### src/line_pixel_rasterizer_assert.svh
// ----------------------------------------------------------------------------
// Line pixel rasterizer assertion macros
// Shorthand for clocked assertions that are disabled while reset is applied.
// ----------------------------------------------------------------------------
`ifndef LINE_PIXEL_RASTERIZER_ASSERT_SVH
`define LINE_PIXEL_RASTERIZER_ASSERT_SVH

// The antecedent implies the consequent in the same cycle.
`define LPR_ASSERT_IMP(label, ante, cons) \
  label: assert property (@(posedge clk_i) disable iff (!rst_ni) (ante) |-> (cons)) \
    else $error("line_pixel_rasterizer assertion failed");

// The antecedent implies the consequent in the next cycle.
`define LPR_ASSERT_NXT(label, ante, cons) \
  label: assert property (@(posedge clk_i) disable iff (!rst_ni) (ante) |=> (cons)) \
    else $error("line_pixel_rasterizer assertion failed");

`endif

### src/lpr_pkg.sv
// ----------------------------------------------------------------------------
// Line pixel rasterizer package
// Command codes and fixed sizing shared by the rasterizer modules.
// ----------------------------------------------------------------------------
package lpr_pkg;

  typedef enum logic {
    CMD_START   = 1'b0,
    CMD_ADVANCE = 1'b1
  } lpr_cmd_e;

  // The decision variable is two bits wider than a coordinate.
  localparam int unsigned ErrExtraBits = 2;

endpackage

### src/lpr_cmd_if.sv
// ----------------------------------------------------------------------------
// Line pixel rasterizer command channel
// Valid/ready channel that carries start and advance commands.
// ----------------------------------------------------------------------------
interface lpr_cmd_if #(
  parameter int unsigned COORD_BITS = 10
);
  logic                  valid;
  logic                  ready;
  logic                  cmd;
  logic [COORD_BITS-1:0] x_start;
  logic [COORD_BITS-1:0] y_start;
  logic [COORD_BITS-1:0] x_end;
  logic [COORD_BITS-1:0] y_end;

  modport source (output valid, output cmd, output x_start, output y_start,
                  output x_end, output y_end, input ready);
  modport sink   (input valid, input cmd, input x_start, input y_start,
                  input x_end, input y_end, output ready);
endinterface

### src/lpr_pix_if.sv
// ----------------------------------------------------------------------------
// Line pixel rasterizer pixel channel
// Valid/ready channel that carries emitted line pixels.
// ----------------------------------------------------------------------------
interface lpr_pix_if #(
  parameter int unsigned COORD_BITS = 10
);
  logic                  valid;
  logic                  ready;
  logic [COORD_BITS-1:0] pixel_x;
  logic [COORD_BITS-1:0] pixel_y;
  logic                  last_pixel;

  modport source (output valid, output pixel_x, output pixel_y, output last_pixel,
                  input ready);
  modport sink   (input valid, input pixel_x, input pixel_y, input last_pixel,
                  output ready);
endinterface

### src/lpr_engine.sv
// ----------------------------------------------------------------------------
// Line pixel rasterizer engine
// Holds the line state and computes the next pixel for one command per cycle while fire_i is high.
// ----------------------------------------------------------------------------
module lpr_engine import lpr_pkg::*; #(
  parameter int unsigned COORD_BITS = 10
) (
  input  logic                  clk_i,
  input  logic                  rst_ni,
  input  logic                  fire_i,
  input  logic                  cmd_i,
  input  logic [COORD_BITS-1:0] x_start_i,
  input  logic [COORD_BITS-1:0] y_start_i,
  input  logic [COORD_BITS-1:0] x_end_i,
  input  logic [COORD_BITS-1:0] y_end_i,
  output logic                  res_valid_o,
  output logic [COORD_BITS-1:0] res_x_o,
  output logic [COORD_BITS-1:0] res_y_o,
  output logic                  res_last_o,
  output logic                  busy_o
);

  localparam int unsigned W = COORD_BITS;
  localparam int unsigned E = COORD_BITS + ErrExtraBits;

  logic [W-1:0]        cur_x_q, cur_x_d, cur_y_q, cur_y_d;
  logic [W-1:0]        stop_x_q, stop_x_d, stop_y_q, stop_y_d;
  logic signed [E-1:0] err_q, err_d, inc_s_q, inc_s_d, inc_d_q, inc_d_d;
  logic                maj_x_q, maj_x_d, busy_q, busy_d;

  logic                is_start;
  logic signed [W:0]   dx, dy;
  logic [W:0]          adx_w, ady_w;
  logic [W-1:0]        adx, ady, dmaj, dmin;
  logic signed [E-1:0] ext_maj, ext_min;
  logic                maj_x_s, swap;
  logic [W-1:0]        sx0, sy0, sx1, sy1;

  assign is_start = (lpr_cmd_e'(cmd_i) == CMD_START);

  always_comb begin
    dx      = $signed({1'b0, x_end_i}) - $signed({1'b0, x_start_i});
    dy      = $signed({1'b0, y_end_i}) - $signed({1'b0, y_start_i});
    adx_w   = dx[W] ? (W+1)'(0) - dx : dx;
    ady_w   = dy[W] ? (W+1)'(0) - dy : dy;
    adx     = adx_w[W-1:0];
    ady     = ady_w[W-1:0];
    maj_x_s = (adx >= ady);
    dmaj    = maj_x_s ? adx : ady;
    dmin    = maj_x_s ? ady : adx;
    swap    = maj_x_s ? !(x_start_i < x_end_i) : !(y_start_i < y_end_i);
    sx0     = swap ? x_end_i : x_start_i;
    sy0     = swap ? y_end_i : y_start_i;
    sx1     = swap ? x_start_i : x_end_i;
    sy1     = swap ? y_start_i : y_end_i;
    ext_maj = $signed({{ErrExtraBits{1'b0}}, dmaj});
    ext_min = $signed({{ErrExtraBits{1'b0}}, dmin});
  end

  always_comb begin
    cur_x_d  = cur_x_q;
    cur_y_d  = cur_y_q;
    stop_x_d = stop_x_q;
    stop_y_d = stop_y_q;
    err_d    = err_q;
    inc_s_d  = inc_s_q;
    inc_d_d  = inc_d_q;
    maj_x_d  = maj_x_q;
    busy_d   = busy_q;
    if (is_start) begin
      cur_x_d  = sx0;
      cur_y_d  = sy0;
      stop_x_d = sx1;
      stop_y_d = sy1;
      err_d    = (ext_min <<< 1) - ext_maj;
      inc_s_d  = ext_min <<< 1;
      inc_d_d  = (ext_min - ext_maj) <<< 1;
      maj_x_d  = maj_x_s;
      busy_d   = maj_x_s ? (sx0 != sx1) : (sy0 != sy1);
    end else if (busy_q) begin
      err_d = err_q + (err_q[E-1] ? inc_s_q : inc_d_q);
      if (maj_x_q) begin
        if (!err_q[E-1]) begin
          cur_y_d = (cur_y_q < stop_y_q) ? cur_y_q + W'(1) : cur_y_q - W'(1);
        end
        cur_x_d = cur_x_q + W'(1);
        busy_d  = (cur_x_d != stop_x_q);
      end else begin
        if (!err_q[E-1]) begin
          cur_x_d = (cur_x_q > stop_x_q) ? cur_x_q - W'(1) : cur_x_q + W'(1);
        end
        cur_y_d = cur_y_q + W'(1);
        busy_d  = (cur_y_d != stop_y_q);
      end
    end
  end

  assign res_valid_o = is_start || busy_q;
  assign res_x_o     = cur_x_d;
  assign res_y_o     = cur_y_d;
  assign res_last_o  = !busy_d;
  assign busy_o      = busy_q;

  always_ff @(posedge clk_i or negedge rst_ni) begin
    if (!rst_ni) begin
      cur_x_q  <= '0;
      cur_y_q  <= '0;
      stop_x_q <= '0;
      stop_y_q <= '0;
      err_q    <= '0;
      inc_s_q  <= '0;
      inc_d_q  <= '0;
      maj_x_q  <= 1'b0;
      busy_q   <= 1'b0;
    end else if (fire_i) begin
      cur_x_q  <= cur_x_d;
      cur_y_q  <= cur_y_d;
      stop_x_q <= stop_x_d;
      stop_y_q <= stop_y_d;
      err_q    <= err_d;
      inc_s_q  <= inc_s_d;
      inc_d_q  <= inc_d_d;
      maj_x_q  <= maj_x_d;
      busy_q   <= busy_d;
    end
  end

endmodule

### src/line_pixel_rasterizer.sv
// ----------------------------------------------------------------------------
// Line pixel rasterizer
// Bresenham line rasterizer with registered command input and pixel output.
// ----------------------------------------------------------------------------
// A start item loads two endpoints and yields the first pixel of the line; each
// advance item yields the next pixel, and the final pixel is flagged with
// last_pixel. An advance while no line is active is consumed and yields nothing.
// The block takes one item per clock and delivers one pixel per clock while the
// pixel output is not stalled. An item lands in the input register when it is
// accepted, and its pixel is loaded into the result register once the result
// register is free; the add, compare and increment of the error term lie
// combinationally between the two registers.
module line_pixel_rasterizer import lpr_pkg::*; #(
  parameter int unsigned COORD_BITS = 10
) (
  input  logic      clk_i,
  input  logic      rst_ni,
  lpr_cmd_if.sink   cmd_i,
  lpr_pix_if.source pix_o
);

  `include "line_pixel_rasterizer_assert.svh"

  logic                  in_valid_q, in_valid_d;
  logic                  in_cmd_q;
  logic [COORD_BITS-1:0] in_x0_q, in_y0_q, in_x1_q, in_y1_q;
  logic                  out_valid_q, out_valid_d;
  logic [COORD_BITS-1:0] out_x_q, out_y_q;
  logic                  out_last_q;

  logic                  accept, out_free, fire;
  logic                  res_valid, res_last, busy;
  logic [COORD_BITS-1:0] res_x, res_y;

  assign out_free    = !out_valid_q || pix_o.ready;
  assign fire        = in_valid_q && out_free;
  assign cmd_i.ready = !in_valid_q || out_free;
  assign accept      = cmd_i.valid && cmd_i.ready;

  always_comb begin
    in_valid_d = in_valid_q;
    if (accept) begin
      in_valid_d = 1'b1;
    end else if (fire) begin
      in_valid_d = 1'b0;
    end
    out_valid_d = out_free ? (fire && res_valid) : out_valid_q;
  end

  always_ff @(posedge clk_i or negedge rst_ni) begin
    if (!rst_ni) begin
      in_valid_q  <= 1'b0;
      out_valid_q <= 1'b0;
    end else begin
      in_valid_q  <= in_valid_d;
      out_valid_q <= out_valid_d;
    end
  end

  always_ff @(posedge clk_i) begin
    if (accept) begin
      in_cmd_q <= cmd_i.cmd;
      in_x0_q  <= cmd_i.x_start;
      in_y0_q  <= cmd_i.y_start;
      in_x1_q  <= cmd_i.x_end;
      in_y1_q  <= cmd_i.y_end;
    end
    if (fire && res_valid) begin
      out_x_q    <= res_x;
      out_y_q    <= res_y;
      out_last_q <= res_last;
    end
  end

  lpr_engine #(
    .COORD_BITS(COORD_BITS)
  ) u_engine (
    .clk_i      (clk_i),
    .rst_ni     (rst_ni),
    .fire_i     (fire),
    .cmd_i      (in_cmd_q),
    .x_start_i  (in_x0_q),
    .y_start_i  (in_y0_q),
    .x_end_i    (in_x1_q),
    .y_end_i    (in_y1_q),
    .res_valid_o(res_valid),
    .res_x_o    (res_x),
    .res_y_o    (res_y),
    .res_last_o (res_last),
    .busy_o     (busy)
  );

  assign pix_o.valid      = out_valid_q;
  assign pix_o.pixel_x    = out_x_q;
  assign pix_o.pixel_y    = out_y_q;
  assign pix_o.last_pixel = out_last_q;

  `LPR_ASSERT_NXT(a_start_emits, fire && (lpr_cmd_e'(in_cmd_q) == CMD_START), out_valid_q)
  `LPR_ASSERT_NXT(a_last_goes_idle, fire && res_valid && res_last, !busy)
  `LPR_ASSERT_NXT(a_blocked_item_holds, in_valid_q && !out_free, in_valid_q)
  `LPR_ASSERT_IMP(a_advance_idle_no_result,
                  fire && !busy && (lpr_cmd_e'(in_cmd_q) == CMD_ADVANCE), !res_valid)

endmodule
### src/flat_wrapper.sv
// flat-port wrapper written by rule: the top's interface ports become plain ports
module line_pixel_rasterizer_flat import lpr_pkg::*;
#(
  parameter int unsigned COORD_BITS = 10
)
  (clk_i, rst_ni, cmd_i_valid, cmd_i_cmd, cmd_i_x_start, cmd_i_y_start, cmd_i_x_end, cmd_i_y_end, cmd_i_ready, pix_o_valid, pix_o_pixel_x, pix_o_pixel_y, pix_o_last_pixel, pix_o_ready);
  lpr_cmd_if #(.COORD_BITS(COORD_BITS)) cmd_i_i ();
  lpr_pix_if #(.COORD_BITS(COORD_BITS)) pix_o_i ();
  input  logic clk_i;
  input  logic rst_ni;
  input wire logic [$bits(cmd_i_i.valid)-1:0] cmd_i_valid;
  input wire logic [$bits(cmd_i_i.cmd)-1:0] cmd_i_cmd;
  input wire logic [$bits(cmd_i_i.x_start)-1:0] cmd_i_x_start;
  input wire logic [$bits(cmd_i_i.y_start)-1:0] cmd_i_y_start;
  input wire logic [$bits(cmd_i_i.x_end)-1:0] cmd_i_x_end;
  input wire logic [$bits(cmd_i_i.y_end)-1:0] cmd_i_y_end;
  output wire logic [$bits(cmd_i_i.ready)-1:0] cmd_i_ready;
  output wire logic [$bits(pix_o_i.valid)-1:0] pix_o_valid;
  output wire logic [$bits(pix_o_i.pixel_x)-1:0] pix_o_pixel_x;
  output wire logic [$bits(pix_o_i.pixel_y)-1:0] pix_o_pixel_y;
  output wire logic [$bits(pix_o_i.last_pixel)-1:0] pix_o_last_pixel;
  input wire logic [$bits(pix_o_i.ready)-1:0] pix_o_ready;
  assign cmd_i_i.valid = cmd_i_valid;
  assign cmd_i_i.cmd = cmd_i_cmd;
  assign cmd_i_i.x_start = cmd_i_x_start;
  assign cmd_i_i.y_start = cmd_i_y_start;
  assign cmd_i_i.x_end = cmd_i_x_end;
  assign cmd_i_i.y_end = cmd_i_y_end;
  assign cmd_i_ready = cmd_i_i.ready;
  assign pix_o_valid = pix_o_i.valid;
  assign pix_o_pixel_x = pix_o_i.pixel_x;
  assign pix_o_pixel_y = pix_o_i.pixel_y;
  assign pix_o_last_pixel = pix_o_i.last_pixel;
  assign pix_o_i.ready = pix_o_ready;
  line_pixel_rasterizer #(.COORD_BITS(COORD_BITS)) u_core (.clk_i(clk_i), .rst_ni(rst_ni), .cmd_i(cmd_i_i), .pix_o(pix_o_i));
endmodule
### config.mk
export PLATFORM = sky130hd
export DESIGN_NAME = line_pixel_rasterizer_flat
export DESIGN_NICKNAME = d
export VERILOG_FILES = /design/src/lpr_pkg.sv /design/src/lpr_cmd_if.sv /design/src/lpr_pix_if.sv /design/src/lpr_engine.sv /design/src/line_pixel_rasterizer.sv /design/src/flat_wrapper.sv
export VERILOG_INCLUDE_DIRS = /design/src /design/src/src
export SDC_FILE = /design/constraint.sdc
export NUM_CORES = 1
export LEC_CHECK = 0
export CAP_MARGIN = 20
export CORE_MARGIN = 8
export CORE_UTILIZATION = 62
export CTS_CLUSTER_DIAMETER = 60
export DETAILED_ROUTE_END_ITERATION = 8
export DONT_BUFFER_PORTS = 1
export GPL_TIMING_DRIVEN = 0
export PLACE_DENSITY_LB_ADDON = 0.05
export SLEW_MARGIN = 20
export SYNTH_ARGS = -nofsm -noshare
export SYNTH_HDL_FRONTEND = slang
export SYNTH_SLANG_ARGS = --single-unit
### constraint.sdc
create_clock -name clk_i -period 7.35 [get_ports clk_i]
set_clock_uncertainty 0.1 [all_clocks]
set_input_delay 1.1025 -clock clk_i [delete_from_list [all_inputs] [get_ports clk_i]]
set_output_delay 1.1025 -clock clk_i [all_outputs]
set_load 0.005 [all_outputs]
== Word level (Yosys, flattened, before mapping) ==
Index checks and enable logic that the tools add are counted.
Cells by class
  order comparisons: 5
  reduce and logical (&&, ||, !) cells: 14
  equal/unequal tests: 5
  mux-type cells: 28
  add/sub/neg operators: 11
  bitwise gates (word level): 1
Operators with widths (count)
  $mux 10: 18
  $ne 10x10->1: 4
  $mux 12: 3
  $sub 10x10->11: 3
  $lt 10x10->1: 3
  $add 10x1->10 const B: 2
  $sub 1x10->10 const A: 2
  $sub 10x1->10 const B: 2
  $add 12x12->12: 1
  $sub 11x10->12: 1
  $ge 10x10->1: 1
  $gt 10x10->1: 1
  $mux 1: 7
  $logic_not 1->1: 5
  $reduce_and 2->1: 2
  $logic_and 1x1->1: 3
  $logic_or 1x1->1: 3
  $ne 2x2->1 const B: 1
  $reduce_bool 2->1: 1
  $not 1->1: 1
Word-level totals
  register bits after elaboration: 139
  bits of input ports: 45
  word-level logic and storage cells: 83

== Logic depth before layout (Yosys ltp) ==
Gate-level depths: netlist of run 1.
  depth after elaboration: 10
  depth in mapped cells: 29

== Modules after synthesis ==
A second synthesis of run 1 with hierarchy kept.
Second synthesis, totals
  cell total of the unflattened synthesis: 1163
  area, all modules: 10656.5 µm²
By module, submodules not included
  lpr_engine: times used 1, seq. area each 1851.8 µm², area each 8683.3 µm², cells each 1091
  line_pixel_rasterizer: times used 1, seq. area each 1911.8 µm², area each 1973.1 µm², cells each 72

== Worst setup path after synthesis of run 1 ==
Ideal clock, no wire load.
  kind: register -> register
  start: register u_core.in_y0_q[0]
  end: register u_core.u_engine.err_q[8]
  stages on the path, launching flop included: 28
  slack: 894 ps
  required time: 7113 ps
  path buffers: 4
  library setup time: 137 ps
  period minus slack after synthesis: 6456 ps
  data arrival time: 6219 ps
  cells stage by stage: edfxtp_1 > ha_1 > fa_1 > nand2b_1 > a211o_2 > and2_4 > xnor2_2 > or4_1 > o21ai_0 > xor2_1 > ha_1 > clkbuf_2 > inv_1 > o31a_1 > o21a_1 > buf_2 > clkbuf_1 > buf_1 > a21oi_1 > fa_1 > a21oi_1 > a21oi_1 > o21ai_0 > a211oi_1 > o31a_1 > a311oi_1 > a41o_1 > a21oi_1
Between the ends
  cells in the longest elaborated chain, start to end: 7
RTL lines
  from (decl): line line_pixel_rasterizer.sv:26  | logic [COORD_BITS-1:0] in_x0_q, in_y0_q, in_x1_q, in_y1_q;
  from (signal assigned): line line_pixel_rasterizer.sv:64  | in_y0_q <= cmd_i.y_start;
  $sub 10x10->11 (*): line lpr_engine.sv:43  | dy = $signed({1'b0, y_end_i}) - $signed({1'b0, y_start_i});
  $sub 1x10->10: line lpr_engine.sv:45  | ady_w = dy[W] ? (W+1)'(0) - dy : dy;
  $mux 10 (*): line lpr_engine.sv:45
  $ge 10x10->1: line lpr_engine.sv:48  | maj_x_s = (adx >= ady);
  $mux 10, on equally long branches: line lpr_engine.sv:50, lpr_engine.sv:49
  $sub 11x10->12 (*): line lpr_engine.sv:75  | err_d = (ext_min <<< 1) - ext_maj;
  $mux 12 (*): line lpr_engine.sv:70  | if (is_start) begin
  to (signal assigned): line lpr_engine.sv:120  | err_q <= err_d;
  to (decl): line lpr_engine.sv:28  | logic signed [E-1:0] err_q, err_d, inc_s_q, inc_s_d, inc_d_q, inc_d_d;
Mark *: on every way between the ends. The rest lies on a longest branch, timed or not.
A chain may end at the register's enable or synchronous reset.

== Worst setup path after layout of run 1 ==
  start: register u_core.in_y1_q[0]
  end: register u_core.u_engine.err_q[9]
Between the ends
  cells in the longest elaborated chain, start to end: 7
RTL lines
  from (decl): line line_pixel_rasterizer.sv:26
  from (signal assigned): line line_pixel_rasterizer.sv:66  | in_y1_q <= cmd_i.y_end;
  $sub 10x10->11 (*): line lpr_engine.sv:43
  $sub 1x10->10: line lpr_engine.sv:45
  $mux 10 (*): line lpr_engine.sv:45
  $ge 10x10->1: line lpr_engine.sv:48
  $mux 10 (*): line lpr_engine.sv:50  | dmin = maj_x_s ? ady : adx;
  net u_core.u_engine.dmin[1]: line lpr_engine.sv:34  | logic [W-1:0] adx, ady, dmaj, dmin;
  $sub 11x10->12 (*): line lpr_engine.sv:75
  $mux 12 (*): line lpr_engine.sv:70
Mark *: on every way through the listed nets, which the timed path passes. The rest lies on a longest branch.

==> results of run 1 <==
[final timing paths]
| check | end | slack [ps] | cells after the start |
|---|---|---|---|
| hold / removal | u_core.u_engine.cur_x_q[5] | 260 | 0 |
| max in group asynchronous | u_core.u_engine.inc_s_q[1] | 6730 | 0 |
| min in group clk_i | u_core.u_engine.inc_s_q[8] | 380 | 2 |
| setup / recovery | u_core.u_engine.err_q[9] | 370 | 25 |
| setup reg to reg | u_core.u_engine.err_q[9] | 370 | 25 |
| hold reg to reg | u_core.u_engine.inc_s_q[8] | 380 | 2 |
[registers in the layout, summed over array words and instances, names as in the netlist]
name                      cells
u_core.in_y0_q               10
u_core.in_valid_q             1
u_core.pix_o.pixel_x         10
u_core.u_engine.inc_d_q      11
u_core.pix_o.last_pixel       1
u_core.u_engine.stop_y_q     10
u_core.pix_o.valid            1
u_core.pix_o.pixel_y         10
u_core.u_engine.busy_o        1
u_core.u_engine.maj_x_q       1
u_core.in_x1_q               10
u_core.in_y1_q               10
u_core.u_engine.cur_x_q      10
u_core.u_engine.cur_y_q      10
u_core.u_engine.err_q        11
u_core.in_x0_q               10
u_core.in_cmd_q               1
u_core.u_engine.inc_s_q      10
u_core.u_engine.stop_x_q     10
[cell usage after synthesis (6+ instances only)]
master,n,share of area
ha_1,74,0.086
o21ai_1,7,0.0033
o21bai_1,9,0.0063
nand2_1,124,0.043
o21a_1,13,0.0091
or3_1,11,0.0064
o21ai_0,79,0.037
nand2b_1,15,0.0087
nand4_1,13,0.0075
nand3b_1,6,0.0042
and2_1,11,0.0064
a221oi_1,7,0.0057
mux2_2,27,0.028
a211oi_1,6,0.0042
buf_2,11,0.0051
nor4_1,6,0.0035
and3_1,13,0.0075
nor2b_1,7,0.0041
edfxtp_1,62,0.17
a31oi_1,15,0.0087
a21oi_1,91,0.042
clkbuf_1,41,0.014
o31ai_1,8,0.0056
xor2_1,35,0.028
dfrtp_1,76,0.18
inv_1,75,0.026
nand3_1,39,0.018
a21o_1,26,0.018
mux2i_1,29,0.027
nor3_1,33,0.015
xnor2_1,45,0.037
nor2_1,76,0.026
o22ai_1,19,0.011
[cell type report]
| class | count | area (um^2) | area share |
|---|---|---|---|
| Multi-Input combinational cell | 943 | 6511 | 0.5541 |
| Sequential cell | 138 | 3764 | 0.3203 |
| Clock buffer | 18 | 429.2 | 0.03652 |
| Inverter | 79 | 296.5 | 0.02523 |
| Tap cell | 225 | 281.5 | 0.02396 |
| Buffer | 58 | 255.2 | 0.02172 |
| Clock inverter | 14 | 186.4 | 0.01586 |
| Timing Repair Buffer | 2 | 27.53 | 0.002342 |
[cells by family after synthesis]
| kind of cell | share of synthesized area |
|---|---|
| simple gates | 0.1681 |
| buf+inv | 0.05064 |
| flops | 0.3494 |
| compound gates | 0.2084 |
| xor+xnor | 0.06806 |
| mux | 0.06109 |
| fa+ha+maj | 0.09443 |
[metrics by stage]
stage	hold slack, ps	std cells
after detailed placement	363.6	1445
after floorplan	340.3	1219
after global placement	356.9	1444
after global routing	245.7	1477
final	257.3	1477
after CTS	250.6	1478
[critical path, cell delays in order, from the launching register on]
cell,delay (ps)
edfxtp_1,410
inv_1,70
ha_1,220
fa_1,470
nand2b_1,200
a211o_2,340
and2_4,180
xnor2_2,160
or4_1,550
o31ai_2,210
xnor2_1,200
ha_1,410
inv_1,110
o31a_1,330
o21a_1,150
clkbuf_4,210
clkbuf_4,260
o21ai_0,380
ha_1,350
a21oi_1,150
o21ai_1,150
maj3_2,360
a221oi_2,400
o31ai_1,190
nor4_1,220
nor3_1,80
[routing by layer]
metal | vias up | global-route usage
met4 | 0 | 0.07751
met3 | 47 | 0.06328
met1 | 4569 | 0.4044
met5 | - | 0
li1 | 4470 | -
met2 | 391 | 0.4635
[timing repair]
action | 4_1_cts | 5_1_grt
setup endpoints to repair | 7 | 6
gates resized for setup | 3 | 15
setup buffers | 1 | 0
==> impl_metrics.json, run 1 <==
{
  "path_clk_slew_ps": 70,
  "met1_length_um": 14290,
  "layout_common_cells": "nand2_1 (124), a21oi_1 (88), o21ai_0 (77)",
  "met2_length_um": 14470,
  "drtIter0Drc": 812,
  "met3_length_um": 2462,
  "drc_errors": 0,
  "rsz0062_at_grt": "false",
  "firstDrtPassIters": 5,
  "postRouteWirelength_um": 31830,
  "fill_cells": 1470,
  "core_um2": 17120,
  "hold_path_class": "primary input to async pin",
  "highest_layer": "met4",
  "drive_above_1_share": 0.09265,
  "grt_pass1_vias": 8931,
  "tightest_slew_ps": 930.3,
  "place.gp.congestion": 0.9529,
  "period_needed_ps": 6983,
  "die_area_um2": 21850,
  "worstPathRequired_ps": 7570,
  "antenna_cells": 0,
  "r2r-start": "u_core.in_y1_q[0]",
  "fin_area_um2": 11750,
  "die_x_um": 147.8,
  "pre_cts_ws_ps": -549.2,
  "cts-buffers-inserted": 17,
  "clock-sinks": 138,
  "cts_buffer_depth": 2,
  "start_util": 0.6294,
  "crit_path_start_kind": "flip-flop",
  "ctsHtreeMaxLevel": 4,
  "rows": 48,
  "grt_pass1_wl_um": 50070,
  "finalCritPeriodShare": 0.9501,
  "insertion_delay_ps": 440,
  "seq_area_frac_synth": 0.3494,
  "ys_warn_count": 0,
  "report.final.slew_viol_count": 0,
  "worstPathMaxFanout": 19,
  "grtUsageTotal": 0.2948,
  "ys.flop_type": "dfrtp_1",
  "critical_path.endpoint_type": "flip-flop",
  "nets": 1362,
  "synth_area_um2": 10770,
  "viasPerCell": 6.416,
  "relSlewSlack": 0.3798,
  "synthDistinctLibCells": 92,
  "port-buffer-count": 0,
  "io_pins": 68,
  "ys_seq_elements": 138,
  "startpoint": "u_core.in_y1_q[0]",
  "area_delta_synth_final_pct": 9.083,
  "fin_util": 0.6866,
  "grt_max_degree": 77,
  "hold_violations": 0,
  "grt_antenna_before_repair": 0,
  "wire_per_inst_um": 21.55,
  "async_flop_share": 0.5507,
  "syn_nets": 1342,
  "clock.fmax_mhz": 143.2,
  "worst_slack_ps": 366.6,
  "status": "completed",
  "grt_remaining_overflow": 0,
  "place_area_um2": 11080,
  "dp.final_hpwl_um": 24530,
  "synth_edf_count": 62,
  "setup_viol": 0,
  "cts_tree": "built",
  "arrival_ps": 7200,
  "cap_violations": 0,
  "die_height_um": 147.8,
  "root_buffer": "clkbuf_16",
  "ant_nets": 0,
  "fin_setup_tns_ps": 0,
  "ctsHoldBuffers": 0,
  "crit_type": "flip-flop to flip-flop",
  "num_vias": 9477,
  "final_common_cell": "nand2_1",
  "synth_area_per_cell_um2": 8.837,
  "syn_inst": 1219
}
Power of run 1 is not shown: default switching activity piles up to over one toggle a cycle in this logic, so the estimate is an artifact.
==> run 2: changes to the inputs <==
--- a/config.mk
+++ b/config.mk
@@ -6,14 +6,14 @@
 export SDC_FILE = /design/constraint.sdc
 export NUM_CORES = 1
 export LEC_CHECK = 0
+export BUFFER_PORTS_ARGS = -buffer_cell sky130_fd_sc_hd__clkbuf_2
 export CAP_MARGIN = 20
 export CORE_MARGIN = 8
-export CORE_UTILIZATION = 62
+export CORE_UTILIZATION = 55
 export CTS_CLUSTER_DIAMETER = 60
 export DETAILED_ROUTE_END_ITERATION = 8
-export DONT_BUFFER_PORTS = 1
 export GPL_TIMING_DRIVEN = 0
-export PLACE_DENSITY_LB_ADDON = 0.05
+export PLACE_DENSITY = 0.73
 export SLEW_MARGIN = 20
 export SYNTH_ARGS = -nofsm -noshare
 export SYNTH_HDL_FRONTEND = slang
==> run 2 against run 1 <==
Global-route usage down 3.3 points. Non-clock buffer count rose by 69. Worst setup slack lost 42 ps. Critical endpoint is now u_core.u_engine.err_q[8]. First-iteration DRC count grew 2.7%. Cell count is 7.4% higher. Critical path depth is 2 higher.
==> impl_metrics.json, run 2 (synthesis results as in run 1) <==
{
  "ant_nets": 0,
  "grt_remaining_overflow": 0,
  "grt_pass1_wl_um": 49650,
  "cap_violations": 0,
  "rows": 51,
  "port-buffer-count": 67,
  "firstDrtPassIters": 7,
  "timing.rr.end": "u_core.u_engine.err_q[8]",
  "ctsHoldBuffers": 0,
  "crit_path_start_kind": "flip-flop",
  "finalCritPeriodShare": 0.9558,
  "tightest_slew_ps": 1014,
  "reg.largest.list": "u_core.u_engine.err_q x11, u_core.u_engine.inc_d_q x11",
  "cts_buffer_depth": 2,
  "dp.final_hpwl_um": 24250,
  "die_x_um": 156.0,
  "drtIter0Drc": 834,
  "num_vias": 9633,
  "grt_pass1_vias": 9217,
  "nets": 1431,
  "report.final.slew_viol_count": 0,
  "worstPathRequired_ps": 7560,
  "seq_area_um2": 3764,
  "insertion_delay_ps": 450,
  "ctsHtreeMaxLevel": 4,
  "drc_errors": 0,
  "r2r-start": "u_core.in_y0_q[0]",
  "io_pins": 68,
  "whs_path_depth": 2,
  "status": "completed",
  "crit_type": "flip-flop to flip-flop",
  "arrival_ps": 7230,
  "cts-buffers-inserted": 17,
  "antenna_cells": 0,
  "die_height_um": 156.0,
  "critical_path.endpoint_type": "flip-flop",
  "fill_cells": 1688,
  "pre_cts_ws_ps": -473.3,
  "cts_tree": "built",
  "multi_input_area_um2": 6496,
  "postRouteWirelength_um": 31170,
  "grt_max_degree": 77,
  "clock-sinks": 138,
  "startpoint": "u_core.in_y0_q[0]",
  "hold_path_class": "flip-flop to flip-flop",
  "worstPathMaxFanout": 10,
  "worstHoldStart": "u_core.u_engine.inc_s_q[7]",
  "reg2reg_depth": 27,
  "rrSetupSlack_ps": 320,
  "grtUsageTotal": 0.2622,
  "period_needed_ps": 7025,
  "root_buffer": "clkbuf_16",
  "holdPathEnd": "u_core.u_engine.inc_s_q[7]",
  "start_util": 0.5572,
  "area_delta_synth_final_pct": 12.38,
  "setup_viol": 0,
  "final_common_cell": "nand2_1",
  "clock.fmax_mhz": 142.3,
  "worst_slack_ps": 324.8,
  "place.gp.congestion": 0.9510,
  "grt_antenna_before_repair": 0,
  "drive_above_1_share": 0.1400,
  "die_area_um2": 24320,
  "viasPerCell": 6.074,
  "path_clk_slew_ps": 70,
  "wire_per_inst_um": 19.65,
  "layout_common_cells": "nand2_1 (124), a21oi_1 (88), nor2_1 (76), o21ai_0 (76), dfrtp_1 (76)",
  "hold_violations": 0,
  "core_um2": 19330,
  "relSlewSlack": 0.3212
}
==> run 2: worst max-delay path, stage by stage (launching register included) <==
cell and delay, ps:
edfxtp_1 460, ha_1 240, fa_1 440, nand2b_1 190, a211o_2 340, and2_4 180
xnor2_2 170, or4_1 550, o31ai_2 210, xnor2_1 190, ha_1 410, inv_1 110
o31a_1 320, o21a_1 140, clkbuf_4 210, clkbuf_4 210, clkbuf_4 210, nor3_1 200
a21oi_2 80, fa_1 450, a21oi_2 230, o21ai_0 130, a21oi_2 210, a211oi_2 100
o31a_1 310, a311oi_1 280, a41o_1 140, a21oi_1 60
==> run 2: final cells by class <==
class                   instances  share of cell area
multi-input cells             943              0.5366
well taps                     265             0.02739
repair buffers                 70             0.03131
plain buffers                  59             0.02139
flip-flops and latches        138              0.3109
inverters                      79             0.02449
clock buffers                  17             0.03514
clock inverters                15             0.01282
==> run 2: routing by layer <==
layer / vias up / global-route usage / routed length [um]
li1: 4606 / - / -
met1: 4602 / 0.3426 / 13770
met2: 352 / 0.4213 / 14420
met3: 73 / 0.04488 / 1923
met4: 0 / 0.1118 / 1060
met5: - / 0 / 0
==> run 2: timing repair <==
| action | CTS | global route |
|---|---|---|
| resized for setup | 2 | 14 |
| buffers inserted | 1 | 1 |
| setup endpoints to repair | 8 | 7 |
==> run 2: worst max-delay path by stage <==
stage | to
after global routing | u_core.u_engine.err_q[8]
after CTS | u_core.u_engine.err_q[8]
final | u_core.u_engine.err_q[8]
after global placement | u_core.u_engine.err_q[8]
after detailed placement | u_core.u_engine.err_q[8]
after floorplan | u_core.u_engine.err_q[8]
==> run 2: metrics by stage <==
| step | cells | util | setup TNS, ps | cell area [um^2] | hold slack (ps) |
|---|---|---|---|---|---|
| 6_report | 1586 | 0.6262 | 0 | 12110 | 371.7 |
| 5_1_grt | 1586 | 0.6262 | -23.39 | 12110 | 404.7 |
| 4_1_cts | 1585 | 0.6238 | 0 | 12060 | 374.0 |
| 3_5_place_dp | 1552 | 0.5932 | -1961 | 11470 | 358.8 |
| 3_3_place_gp | 1551 | 0.5917 | -1336 | 11440 | 355.0 |
| 2_1_floorplan | 1219 | - | 0 | 10770 | 340.3 |
Power of run 2 is left out for the same reason.
==> run 3: changes to the inputs <==
--- a/config.mk
+++ b/config.mk
@@ -6,6 +6,7 @@
 export SDC_FILE = /design/constraint.sdc
 export NUM_CORES = 1
 export LEC_CHECK = 0
+export ABC_AREA = 1
 export BUFFER_PORTS_ARGS = -buffer_cell sky130_fd_sc_hd__clkbuf_2
 export CAP_MARGIN = 20
 export CORE_MARGIN = 8
==> run 3 against run 2 <==
Via count up 9.8%. Wire length rose by 5.5%. Synthesized cell count rose by 26%. Sequential share of layout area is 0.61 points lower. Core utilization increased by 0.42 points. Non-clock buffer count is 14 lower. Global-route usage increased by 1.1 points. Synthesized area increased by 2.3%. Clock-buffer cell count increased by 2.
==> impl_metrics.json, run 3 <==
{
  "intPower_mw": 3.112,
  "seq_area_frac_synth": 0.3416,
  "final_common_cell": "nand2_1",
  "io_pins": 68,
  "cts-buffers-inserted": 17,
  "critical_path.top_delay_family": "simple AND/OR/NAND/NOR gates",
  "fin_setup_tns_ps": 0,
  "core_um2": 19590,
  "hold_slack_ps": 375.4,
  "ctsResizeCount": 0,
  "num_vias": 10580,
  "critical_path.endpoint_type": "flip-flop",
  "grt_remaining_overflow": 0,
  "arrival_ps": 5980,
  "start_util": 0.5624,
  "yosys-top-cells-area": "dfrtp_1 (17%), edfxtp_1 (17%), nand2_1 (14%)",
  "synth_edf_count": 62,
  "async_flop_share": 0.5507,
  "cts_tree": "built",
  "p_per_area_nw_per_um2": 529.8,
  "drive_above_1_share": 0.1231,
  "viasPerCell": 5.573,
  "rrSetupSlack_ps": 1600,
  "pwr-share-seq": 0.203,
  "area_delta_synth_final_pct": 12.07,
  "clkPwrFrac": 0.139,
  "dp.final_hpwl_um": 25910,
  "ys.flop_type": "dfrtp_1",
  "layout_common_cells": "nand2_1 (423), inv_1 (197), o21ai_0 (141)",
  "crit_type": "flip-flop to flip-flop",
  "crit_path_start_kind": "flip-flop",
  "report.final.slew_viol_count": 0,
  "reg.largest.list": "u_core.u_engine.err_q x11, u_core.u_engine.inc_d_q x11",
  "rsz0062_at_grt": "false",
  "grt_pass1_vias": 9767,
  "combinationalPowerShare": 0.658,
  "place.gp.congestion": 0.9584,
  "slowest_delay_ps": 510,
  "ir_drop_uv": 224.1,
  "clock.fmax_mhz": 173.8,
  "synth_area_um2": 11020,
  "firstDrtPassIters": 6,
  "swShare": 0.5242,
  "path_clk_slew_ps": 70,
  "wire_per_inst_um": 17.32,
  "clock-sinks": 138,
  "cts_buffer_depth": 2,
  "worstPathRequired_ps": 7570,
  "grt_pass1_wl_um": 51920,
  "synth_compound_area_frac": 0.1606,
  "die_height_um": 157.5,
  "cap_violations": 0,
  "synth_mux_area_frac": 0,
  "insertion_delay_ps": 440,
  "ctsHoldBuffers": 0,
  "die_x_um": 157.5,
  "synth_area_per_cell_um2": 7.192,
  "syn_nets": 1655,
  "synth-xor-area-share": 0.03236,
  "status": "completed",
  "synth.most_common_cell": "nand2_1",
  "ys_seq_elements": 138,
  "finalCritPeriodShare": 0.7828,
  "grtUsageTotal": 0.2736,
  "crit_path_frequent_cell": "nand2_1",
  "grt_antenna_before_repair": 0,
  "synthDistinctLibCells": 55,
  "tightest_slew_ps": 763.9,
  "rows": 51,
  "period_needed_ps": 5753,
  "ys_warn_count": 0,
  "synthAdderAreaFrac": 0.09130,
  "cts_setup_buffers": 0,
  "slowest_stage": "edfxtp_1",
  "setup_viol": 0,
  "drtIter0Drc": 996,
  "die_area_um2": 24820,
  "grt_max_degree": 49,
  "postRouteWirelength_um": 32880,
  "power.switching_mw": 3.429,
  "synth_top_area_share": 0.1726,
  "ant_nets": 0,
  "synth_common_cells": "nand2_1 (423), inv_1 (198), o21ai_0 (141)",
  "antenna_cells": 0,
  "root_buffer": "clkbuf_16",
  "hold_violations": 0,
  "hold_path_class": "flip-flop to flip-flop",
  "crit_buf_inv": 6,
  "p_leak_nw": 6.197,
  "synth_top_family_by_area": "simple AND/OR/NAND/NOR gates",
  "yosys.area_share.simple": 0.2790,
  "fin_util": 0.6303,
  "ctsHtreeMaxLevel": 4,
  "syn_inst": 1532,
  "port-buffer-count": 67,
  "relSlewSlack": 0.4907,
  "nets": 1743,
  "drc_errors": 0,
  "worstPathMaxFanout": 10,
  "synth_top_area_cell": "dfrtp_1"
}
run 3: cell types whose count changed after synthesis, moves of 19 or more:
cell and delta:
o21ai_0 +62, a21oi_1 -19, inv_1 +123, nand2_2 +27
nor2_1 +25, nor3_1 -22, mux2i_1 -29, nand3_1 +55
nand2_1 +299, xnor2_1 -41, mux2_2 -27, a21o_1 -25
run 3: routing by layer:
metal  vias to the layer above  global-route usage  part of all wire
li1                       5231                   -                 -
met1                      4798              0.3826              0.45
met2                       495              0.4082              0.42
met3                        54             0.06361              0.10
met4                         0             0.09157             0.026
met5                         -                   0                 0
run 3: logic make-up (layout without fill, tap and decap cells):
| group | after synthesis | count (layout) |
|---|---|---|
| AND/OR/NAND/NOR | 708 | 708 |
| AO/OA/AOI/OAI | 310 | 310 |
| buffers and inverters | 259 | 360 |
| flip-flops | 138 | 138 |
| adder cells (fa/ha/maj) | 78 | 78 |
| XOR/XNOR | 39 | 39 |
run 3: worst reg2reg max path, delay by kind of cell (launching register included):
| family | cells | cell delay (ps) |
|---|---|---|
| and+or+nand+nor | 26 | 2680 |
| buffers and inverters | 6 | 720 |
| AOI/OAI and AO/OA | 2 | 330 |
| DFF | 1 | 510 |
| adders and majority gates | 4 | 1300 |
run 3: per-stage QoR:
stage | power (mW) | instance area (um^2) | setup WS (ps) | cells
2_1_floorplan | 4.418 | 11020 | 2619 | 1532
3_3_place_gp | 5.442 | 11690 | 1776 | 1864
3_5_place_dp | 5.534 | 11740 | 1706 | 1866
4_1_cts | 6.474 | 12350 | 1651 | 1898
5_1_grt | 7.164 | 12350 | 1059 | 1898
6_report | 6.541 | 12350 | 1597 | 1898
run 3: worst paths after layout:
check	startpoint	to	depth (start not counted)
max	u_core.in_y0_q[0]	u_core.u_engine.err_q[11]	38
min	u_core.u_engine.inc_d_q[11]	u_core.u_engine.inc_d_q[11]	2
max reg2reg	u_core.in_y0_q[0]	u_core.u_engine.err_q[11]	38
min reg2reg	u_core.u_engine.inc_d_q[11]	u_core.u_engine.inc_d_q[11]	2
max in group asynchronous	rst_ni	u_core.u_engine.err_q[5]	2
min in group asynchronous	rst_ni	u_core.u_engine.stop_x_q[2]	1
run 3: power by group through the flow:
| stage | clock, mW | sequential, mW | combinational [mW] |
|---|---|---|---|
| after global routing | 0.949 | 1.36 | 4.86 |
| after floorplan | 0 | 1.26 | 3.16 |
| final | 0.911 | 1.33 | 4.30 |
| after global placement | 0 | 1.32 | 4.12 |
| after CTS | 0.919 | 1.32 | 4.24 |
| after detailed placement | 0 | 1.32 | 4.21 |
run 3: final cells by class:
class | count | area, um^2
well taps | 265 | 331.6
clock inverters | 13 | 155.1
fillers | 1768 | 7242
plain buffers | 46 | 246.5
multi-input cells | 1135 | 6206
flip-flops and latches | 138 | 3764
inverters | 213 | 802.0
repair buffers | 69 | 385.4
clock buffers | 19 | 457.9
(Power assumes the default switching activity.)
